File: config.mk
export PLATFORM = sky130hd
export DESIGN_NAME = middle_pivot_partition_unit
export DESIGN_NICKNAME = d
export VERILOG_FILES = /design/src/hw/rtl/mpp_pkg.sv /design/src/hw/rtl/mpp_store.sv /design/src/hw/rtl/mpp_seq.sv /design/src/hw/rtl/middle_pivot_partition_unit.sv
export SDC_FILE = /design/constraint.sdc
export NUM_CORES = 2
export LEC_CHECK = 0
export BUFFER_PORTS_ARGS = -buffer_cell sky130_fd_sc_hd__buf_2
export CORE_MARGIN = 2
export CORE_UTILIZATION = 50
export DETAILED_ROUTE_END_ITERATION = 8
export PLACE_DENSITY = 0.77
export SYNTH_ARGS = -nofsm -noshare
export SYNTH_HDL_FRONTEND = slang
export SYNTH_SLANG_ARGS = --single-unit
File: constraint.sdc
create_clock -name clk -period 5.2 [get_ports clk]
set_clock_uncertainty 0.2 [all_clocks]
set_input_delay 0.52 -clock clk [delete_from_list [all_inputs] [get_ports clk]]
set_output_delay 0.52 -clock clk [all_outputs]
set_load 0.01 [all_outputs]
File: src/hw/rtl/mpp_pkg.sv
// Shared types and constants for the middle-pivot partition block.
// No dependencies; imported by mpp_store, mpp_seq and the top level.
`timescale 1ns / 1ps

package mpp_pkg;

  localparam int DEF_MAX_ELEMS = 32;
  localparam int DATA_W        = 32;
  localparam int KIND_W        = 2;

  typedef enum logic [KIND_W-1:0] {
    KIND_PIVOT = 2'd0,
    KIND_LOWER = 2'd1,
    KIND_UPPER = 2'd2
  } kind_t;

  typedef enum logic [3:0] {
    S_LOAD,
    S_PIV_RD,
    S_PIV_CAP,
    S_OUTER,
    S_SCAN_L,
    S_SCAN_R,
    S_SWAP,
    S_REP_PIV,
    S_REP_RD,
    S_REP_WR
  } state_t;

  // memory port strobes
  typedef struct packed {
    logic we;
    logic re;
  } mem_ctl_t;

endpackage

File: src/hw/rtl/mpp_store.sv
// Element store: one write port, one read port, registered read data.
// Depends on mpp_pkg.
`timescale 1ns / 1ps

module mpp_store
  import mpp_pkg::*;
#(
  parameter int MAX_ELEMS = DEF_MAX_ELEMS,
  localparam int AW = (MAX_ELEMS > 1) ? $clog2(MAX_ELEMS) : 1
) (
  input  logic                     clk,
  input  mem_ctl_t                 mctl,
  input  logic [AW-1:0]            waddr,
  input  logic signed [DATA_W-1:0] wdata,
  input  logic [AW-1:0]            raddr,
  output logic signed [DATA_W-1:0] rdata
);

  logic signed [DATA_W-1:0] mem [MAX_ELEMS];

  always_ff @(posedge clk) begin
    if (mctl.we) begin
      mem[waddr] <= wdata;
    end
  end

  // read data holds until the next read
  always_ff @(posedge clk) begin
    if (mctl.re) begin
      rdata <= mem[raddr];
    end
  end

endmodule

File: src/hw/rtl/mpp_seq.sv
// Load / partition / report sequencer with the result output register.
// Depends on mpp_pkg; drives the mpp_store ports.
`timescale 1ns / 1ps

module mpp_seq
  import mpp_pkg::*;
#(
  parameter int MAX_ELEMS = DEF_MAX_ELEMS,
  localparam int AW = (MAX_ELEMS > 1) ? $clog2(MAX_ELEMS) : 1,
  localparam int CW = $clog2(MAX_ELEMS + 1)
) (
  input  logic                     clk,
  input  logic                     rst,
  // item channel
  input  logic                     item_valid,
  output logic                     item_stall,
  input  logic signed [DATA_W-1:0] value,
  input  logic                     final_req,
  // result channel
  output logic                     result_valid,
  input  logic                     result_stall,
  output logic [KIND_W-1:0]        kind,
  output logic signed [DATA_W-1:0] element,
  output logic                     end_of_run,
  // store port
  output mem_ctl_t                 mctl,
  output logic [AW-1:0]            waddr,
  output logic signed [DATA_W-1:0] wdata,
  output logic [AW-1:0]            raddr,
  input  logic signed [DATA_W-1:0] rdata
);

  state_t state, state_next;

  logic [CW-1:0]            count;   // elements loaded so far
  logic [CW-1:0]            n;       // set size of the current run
  logic [CW-1:0]            lc;      // left cursor
  logic [CW-1:0]            rc1;     // right cursor plus one
  logic [CW-1:0]            idx;     // report index
  logic                     upper_phase;
  logic signed [DATA_W-1:0] pivot;
  logic signed [DATA_W-1:0] a_val;   // element held at the left cursor

  logic item_acc;
  logic last_item;
  logic adv_l;
  logic adv_r;
  logic do_swap;
  logic out_free;
  logic load_out;
  logic out_end;
  kind_t out_kind;
  logic signed [DATA_W-1:0] out_elem;

  assign item_stall = (state != S_LOAD);
  assign item_acc   = item_valid && !item_stall;
  assign last_item  = final_req || (count == CW'(MAX_ELEMS - 1));
  assign out_free   = !result_valid || !result_stall;

  assign adv_l   = (lc < n - 1'b1) && (rdata < pivot);
  assign adv_r   = (rc1 > CW'(1)) && (rdata > pivot);
  assign do_swap = (lc < rc1);

  always_ff @(posedge clk) begin
    if (rst) begin
      state <= S_LOAD;
    end else begin
      state <= state_next;
    end
  end

  always_comb begin
    state_next = state;
    mctl       = '0;
    waddr      = count[AW-1:0];
    wdata      = value;
    raddr      = lc[AW-1:0];
    load_out   = 1'b0;
    out_kind   = KIND_PIVOT;
    out_elem   = pivot;
    out_end    = 1'b0;
    unique case (state)
      S_LOAD: begin
        if (item_acc) begin
          mctl.we = 1'b1;
          if (last_item) state_next = S_PIV_RD;
        end
      end
      S_PIV_RD: begin
        mctl.re    = 1'b1;
        raddr      = AW'(n >> 1);
        state_next = S_PIV_CAP;
      end
      S_PIV_CAP: begin
        state_next = S_OUTER;
      end
      S_OUTER: begin
        if (lc < rc1) begin
          mctl.re    = 1'b1;
          raddr      = lc[AW-1:0];
          state_next = S_SCAN_L;
        end else begin
          state_next = S_REP_PIV;
        end
      end
      S_SCAN_L: begin
        mctl.re = 1'b1;
        if (adv_l) begin
          raddr = AW'(lc + 1'b1);
        end else begin
          raddr      = AW'(rc1 - 1'b1);
          state_next = S_SCAN_R;
        end
      end
      S_SCAN_R: begin
        if (adv_r) begin
          mctl.re = 1'b1;
          raddr   = AW'(rc1 - CW'(2));
        end else if (do_swap) begin
          mctl.we    = 1'b1;
          waddr      = lc[AW-1:0];
          wdata      = rdata;
          state_next = S_SWAP;
        end else begin
          state_next = S_OUTER;
        end
      end
      S_SWAP: begin
        mctl.we    = 1'b1;
        waddr      = AW'(rc1 - 1'b1);
        wdata      = a_val;
        state_next = S_OUTER;
      end
      S_REP_PIV: begin
        if (out_free) begin
          load_out   = 1'b1;
          out_kind   = KIND_PIVOT;
          out_elem   = pivot;
          out_end    = (lc == '0) && (rc1 == n);
          state_next = S_REP_RD;
        end
      end
      S_REP_RD: begin
        raddr = idx[AW-1:0];
        if (!upper_phase) begin
          if (idx < lc) begin
            mctl.re    = 1'b1;
            state_next = S_REP_WR;
          end
        end else if (idx < n) begin
          mctl.re    = 1'b1;
          state_next = S_REP_WR;
        end else begin
          state_next = S_LOAD;
        end
      end
      S_REP_WR: begin
        if (out_free) begin
          load_out   = 1'b1;
          out_elem   = rdata;
          out_kind   = upper_phase ? KIND_UPPER : KIND_LOWER;
          out_end    = upper_phase ? (idx == n - 1'b1)
                                   : ((CW'(idx + 1'b1) == lc) && (rc1 == n));
          state_next = S_REP_RD;
        end
      end
      default: state_next = S_LOAD;
    endcase
  end

  // datapath registers
  always_ff @(posedge clk) begin
    if (rst) begin
      count <= '0;
    end else begin
      case (state)
        S_LOAD: begin
          if (item_acc) begin
            if (last_item) begin
              count <= '0;
              n     <= CW'(count + 1'b1);
            end else begin
              count <= CW'(count + 1'b1);
            end
          end
        end
        S_PIV_CAP: begin
          pivot <= rdata;
          lc    <= '0;
          rc1   <= n;
        end
        S_SCAN_L: begin
          if (adv_l) lc <= CW'(lc + 1'b1);
          else       a_val <= rdata;
        end
        S_SCAN_R: begin
          if (adv_r) rc1 <= CW'(rc1 - 1'b1);
        end
        S_SWAP: begin
          lc  <= CW'(lc + 1'b1);
          rc1 <= CW'(rc1 - 1'b1);
        end
        S_REP_PIV: begin
          idx         <= '0;
          upper_phase <= 1'b0;
        end
        S_REP_RD: begin
          if (!upper_phase && !(idx < lc)) begin
            upper_phase <= 1'b1;
            idx         <= rc1;
          end
        end
        S_REP_WR: begin
          if (out_free) idx <= CW'(idx + 1'b1);
        end
        default: ;
      endcase
    end
  end

  // result register
  always_ff @(posedge clk) begin
    if (rst) begin
      result_valid <= 1'b0;
    end else if (load_out) begin
      result_valid <= 1'b1;
    end else if (!result_stall) begin
      result_valid <= 1'b0;
    end
  end

  always_ff @(posedge clk) begin
    if (load_out) begin
      kind       <= out_kind;
      element    <= out_elem;
      end_of_run <= out_end;
    end
  end

  // a pending result is never overwritten
  assert property (@(posedge clk) disable iff (rst) load_out |-> out_free)
    else $error("result register overwritten while stalled");

  // loading never runs past the store
  assert property (@(posedge clk) disable iff (rst) item_acc |-> (count < CW'(MAX_ELEMS)))
    else $error("load beyond store capacity");

  // no read and write of the same entry in one cycle
  assert property (@(posedge clk) disable iff (rst)
    (mctl.we && mctl.re) |-> (waddr != raddr))
    else $error("store read/write collision");

  // cursors stay within the set while reporting
  assert property (@(posedge clk) disable iff (rst)
    (state == S_REP_RD) |-> ((lc <= n) && (rc1 <= n)))
    else $error("cursor out of range");

endmodule

File: src/hw/rtl/middle_pivot_partition_unit.sv
// Top level of the middle-pivot partition block.
// Depends on mpp_pkg, mpp_store and mpp_seq.
`timescale 1ns / 1ps

// Usage:
//   Item channel (item_valid / item_stall, value, final_req): one signed
//   element per transaction, taken one per cycle while loading. The element
//   with final_req set, or the one that fills the store (MAX_ELEMS), closes
//   the set and starts the run; item_stall stays high until the report of
//   that set has been handed to the result register.
//   Result channel (result_valid / result_stall, kind, element, end_of_run):
//   the pivot (element at index n/2) first, then the lower group, then the
//   upper group; end_of_run marks the final transaction of the run.
// Flow, for a set of n elements:
//   load       one element per cycle while item_stall is low
//   partition  pivot read and capture, then passes of a left scan, a
//              right scan and, if the cursors have not crossed, a swap
//   report     the pivot, then each group element (read, then result
//              register); at most n + 2 results; a stalled result
//              simply holds the sequencer.
//   The last result may still wait in the output register while the next
//   set loads.
// Reset (rst, synchronous): empties the store count and the result register;
// store contents are not cleared and need not be.

module middle_pivot_partition_unit
  import mpp_pkg::*;
#(
  parameter int MAX_ELEMS = DEF_MAX_ELEMS
) (
  input  logic                     clk,
  input  logic                     rst,
  input  logic                     item_valid,
  output logic                     item_stall,
  input  logic signed [DATA_W-1:0] value,
  input  logic                     final_req,
  output logic                     result_valid,
  input  logic                     result_stall,
  output logic [KIND_W-1:0]        kind,
  output logic signed [DATA_W-1:0] element,
  output logic                     end_of_run
);

  localparam int AW = (MAX_ELEMS > 1) ? $clog2(MAX_ELEMS) : 1;

  mem_ctl_t                 mctl;
  logic [AW-1:0]            waddr;
  logic [AW-1:0]            raddr;
  logic signed [DATA_W-1:0] wdata;
  logic signed [DATA_W-1:0] rdata;

  // sequencer: load, Hoare walk with swaps, and the report
  mpp_seq #(
    .MAX_ELEMS(MAX_ELEMS)
  ) u_seq (
    .clk          (clk),
    .rst          (rst),
    .item_valid   (item_valid),
    .item_stall   (item_stall),
    .value        (value),
    .final_req    (final_req),
    .result_valid (result_valid),
    .result_stall (result_stall),
    .kind         (kind),
    .element      (element),
    .end_of_run   (end_of_run),
    .mctl         (mctl),
    .waddr        (waddr),
    .wdata        (wdata),
    .raddr        (raddr),
    .rdata        (rdata)
  );

  // element store
  mpp_store #(
    .MAX_ELEMS(MAX_ELEMS)
  ) u_store (
    .clk   (clk),
    .mctl  (mctl),
    .waddr (waddr),
    .wdata (wdata),
    .raddr (raddr),
    .rdata (rdata)
  );

endmodule

==> parameters.txt <==
Parameter                              Value

Yosys
  Sequential element share of the synthesized area ... 0.7256
  Count of distinct cell types in the synthesized netlist ... 76
  Mapped Nets ... 3508
  Post-synth ARST share ... 0
  Synthesized netlist cell count ... 3408
  Post-synth EDFFs ... 1180
  Warning count from the yosys run ... 0
  Most common flop cell mapped by yosys ... sky130_fd_sc_hd__edfxtp_1
  Post-Synthesis Mean Instance Area ... 14.42 um2
  Post-Syn Area ... 49140 um2
  #FFs+latches synth ... 1191

STA
  Number of max-slew violations in the final report ... 0
  Worst slew margin ... 0.2476
  Setup Viol. Count Final ... 0
  Endpoints failing hold ... 0
  Transition time at the pin with the least slew margin ... 1.126 ns
  Max Fclk ... 0.1981 GHz
  Crit path time final ... 5.048 ns
  Hold_ws ... 0.05370 ns
  Tcrit/Tclk final ... 0.9707

Cells and area
  Multi-input logic area ... 12910 um2
  Fillcell total ... 6970
  Final non-filler cell total ... 5014
  Most common cell after layout, fill and taps aside ... sky130_fd_sc_hd__edfxtp_1
  Area Growth Syn to Fin ... 16.08%
  Area occupied by registers ... 35650 um2
  Most used cells in the layout excluding fill and tap cells ... sky130_fd_sc_hd__edfxtp_1, sky130_fd_sc_hd__nand2_1, sky130_fd_sc_hd__nand3_1
  Number of diodes ... 0
  Share of final-layout standard cells stronger than drive strength 1 ... 0.1726
  Number of nets in the finished design ... 3746

Route
  Per-cell routed wire length ... 27.41 um
  Residual antenna-violating net count after detailed routing ... 0
  DR iter-0 viols ... 4657
  Metal-1 WL ... 50.52 mm
  Top routing layer used ... met5
  Residual DRC count ... 0
  Detailed-route wire length ... 137.4 mm
  Post-DR vias/cell ... 6.290
  Total number of vias ... 31537
  Met2 WL post-DR ... 63.17 mm
  Routed wl met3 ... 17.01 mm
  Number of detailed-routing iterations run before antenna repair ... 8

GRT
  Number of antenna violations at the first check in global routing ... 2
  Final global-route overflow total ... 0
  Vias in the first global route ... 30455
  Largest net degree at the start of global routing ... 75
  Wire length of the first global-routing pass ... 199.6 mm
  Global Route Usage Sum ... 0.2680

CTS
  Clock latency on the worst-skew pair ... 0.71 ns
  # clock sinks ... 1191
  Clock root cell ... sky130_fd_sc_hd__clkbuf_16
  H-tree Lvls ... 3
  TritonCTS buffer count ... 114
  Post-CTS clock slew at the launch and capture registers of the worst setup and hold paths ... 0.06 ns
  Clock tree from TritonCTS ... built
  Maximum clock insertion buffer count ... 3

Worst setup path
  Critical path type ... register to register
  Data required time at the worst endpoint ... 5.32 ns
  Category of the worst setup path launch point ... register
  Endpoint type of the worst setup path ... register
  Crit path DAT ... 5.17 ns
  Critical path fanouts, max ... 20

Placed design
  Global placement routability congestion ... 0.9003
  IO Port Bufs ... 73
  Number of cells after detailed placement ... 4799
  Final HPWL from detailed placement ... 81.49 mm

Power
  P_int ... 20.31 mW
  Combinational group share of total power ... 0.398
  Switching Share ... 0.3749
  Power density relative to cell area ... 569.7 nW/um2
  Post-layout total power ... 32.49 mW
  Total leakage power ... 19.90 nW
  Clock network power share ... 0.242
  Switching Power ... 12.18 mW
  Max IR drop VDD ... 0.6734 mV
  Sequential Power Share ... 0.360

Status
  Outcome ... completed

Die
  Overall die area ... 100800 um2
  Number of top-level design ports ... 74
  Core region area ... 96990 um2
  Die boundary height ... 317.5 um
  Standard-cell rows ... 114
  Initial core utilization ... 0.5066
  Die span in x ... 317.5 um

Run
  Number of maximum-capacitance constraint violations ... 0

Min path
  Class of the tightest hold or removal check ... input pin to register
## worst paths after layout
kind / from / endpoint / slack, ns / cells past startpoint
worst min register to register: u_seq.count[5] / u_seq.count[5] / 0.34 / 2
worst max-delay path: u_seq.n[0] / u_store.rdata[1] / 0.15 / 19
worst min-delay path: rst / u_seq.count[0] / 0.05 / 2
worst max register to register: u_seq.n[0] / u_store.rdata[1] / 0.15 / 19
## cell type report
cell class | instances | share of cell area
multi-input cells | 1972 | 0.2263
repair buffers | 306 | 0.05486
well taps | 1276 | 0.02799
clock buffers | 140 | 0.05210
inverters | 61 | 0.004014
clock inverters | 68 | 0.009696
flip-flops and latches | 1191 | 0.6251
## cell usage after synthesis, types with 10 or more instances
master	number	area, um2
sky130_fd_sc_hd__a21oi_1	74	370.4
sky130_fd_sc_hd__a22oi_1	35	262.8
sky130_fd_sc_hd__a31oi_1	69	431.7
sky130_fd_sc_hd__and3_1	69	431.7
sky130_fd_sc_hd__buf_1	10	37.54
sky130_fd_sc_hd__buf_2	46	230.2
sky130_fd_sc_hd__buf_6	10	112.6
sky130_fd_sc_hd__clkbuf_1	112	420.4
sky130_fd_sc_hd__dfxtp_1	11	220.2
sky130_fd_sc_hd__edfxtp_1	1180	35430
sky130_fd_sc_hd__ha_1	63	788.3
sky130_fd_sc_hd__inv_1	60	225.2
sky130_fd_sc_hd__mux2_2	64	720.7
sky130_fd_sc_hd__mux2i_1	167	1672
sky130_fd_sc_hd__mux4_2	33	743.2
sky130_fd_sc_hd__nand2_1	772	2898
sky130_fd_sc_hd__nand3_1	209	1046
sky130_fd_sc_hd__nand4_1	12	75.07
sky130_fd_sc_hd__nor2_1	78	292.8
sky130_fd_sc_hd__nor3_1	19	95.09
sky130_fd_sc_hd__o2111ai_1	62	543.0
sky130_fd_sc_hd__o211ai_1	34	255.2
sky130_fd_sc_hd__o21ai_0	21	105.1
sky130_fd_sc_hd__o32a_1	32	320.3
sky130_fd_sc_hd__xnor2_1	27	236.5
sky130_fd_sc_hd__xor2_1	13	113.9
## metal layers
metal / GRT usage / up-vias
met4: 0.1309 / 2
li1: - / 13366
met3: 0.05600 / 420
met2: 0.4173 / 2264
met1: 0.3615 / 15485
met5: 0 / -
## critical path, stage by stage, from the launching register on
cell and delay (ns):
sky130_fd_sc_hd__edfxtp_1 0.47, sky130_fd_sc_hd__buf_4 0.18, sky130_fd_sc_hd__nor3_2 0.15, sky130_fd_sc_hd__nand3_1 0.12
sky130_fd_sc_hd__xnor2_1 0.26, sky130_fd_sc_hd__ha_1 0.31, sky130_fd_sc_hd__nand2_1 0.07, sky130_fd_sc_hd__a221oi_1 0.05
sky130_fd_sc_hd__a211oi_1 0.23, sky130_fd_sc_hd__buf_4 0.18, sky130_fd_sc_hd__nand4_1 0.13, sky130_fd_sc_hd__o21ai_1 0.19
sky130_fd_sc_hd__buf_4 0.17, sky130_fd_sc_hd__o21a_1 0.15, sky130_fd_sc_hd__nand4_2 0.16, sky130_fd_sc_hd__nand2_4 0.22
sky130_fd_sc_hd__buf_12 0.22, sky130_fd_sc_hd__mux4_2 0.51, sky130_fd_sc_hd__o2111ai_1 0.30, sky130_fd_sc_hd__o2111ai_1 0.39
## sequential cells by signal, summed over array words and instances (netlist names)
signal	flops
u_seq.count	6
u_seq.lc	6
u_seq.n	6
u_seq.result_valid	1
u_seq.kind	2
u_seq.idx	6
u_seq.state	4
u_store.mem	1024
u_store.rdata	32
u_seq.pivot	32
u_seq.upper_phase	1
u_seq.element	32
u_seq.rc1	6
u_seq.a_val	32
u_seq.end_of_run	1
## what timing repair did
item / CTS / global route
hold buffers: 1 / 0
gates cloned: 0 / 0
endpoints found under the setup margin: 4 / 14
pin swaps: 0 / 4
hold endpoints to repair: 1 / 0
resized for setup: 4 / 15
setup buffers: 0 / 6
## power groups by stage
stage / registers [mW] / clock network (mW) / logic, mW
detailed placement: 11.9 / 0 / 12.4
floorplan: 11.8 / 0 / 7.28
finish: 11.7 / 7.86 / 12.9
global placement: 11.8 / 0 / 12.1
global route: 11.7 / 8.28 / 13.6
CTS: 11.7 / 7.90 / 12.5
## per-stage QoR
| step | cell area (um2) | setup slack [ns] | TNS [ns] | utilization |
|---|---|---|---|---|
| finish | 57040 | 0.1525 | 0 | 0.5881 |
| global route | 57040 | -0.01027 | -0.01027 | 0.5881 |
| CTS | 56880 | 0.02199 | 0 | 0.5865 |
| detailed placement | 53320 | -0.02963 | -0.04794 | 0.5498 |
| global placement | 53320 | 0.03790 | 0 | 0.5498 |
| floorplan | 49140 | 0.1033 | 0 | - |
## kinds of logic after synthesis
group                      after synthesis  share of synthesized area
AOI/OAI and AO/OA                      403                    0.06022
xor gates and xnor gates                40                   0.007130
adders and majority gates               63                    0.01604
buffers and inverters                  245                    0.02187
DFF                                   1191                     0.7256
muxes                                  264                    0.06381
and+or+nand+nor                       1202                     0.1053
Power figures use the tool's default switching activity.
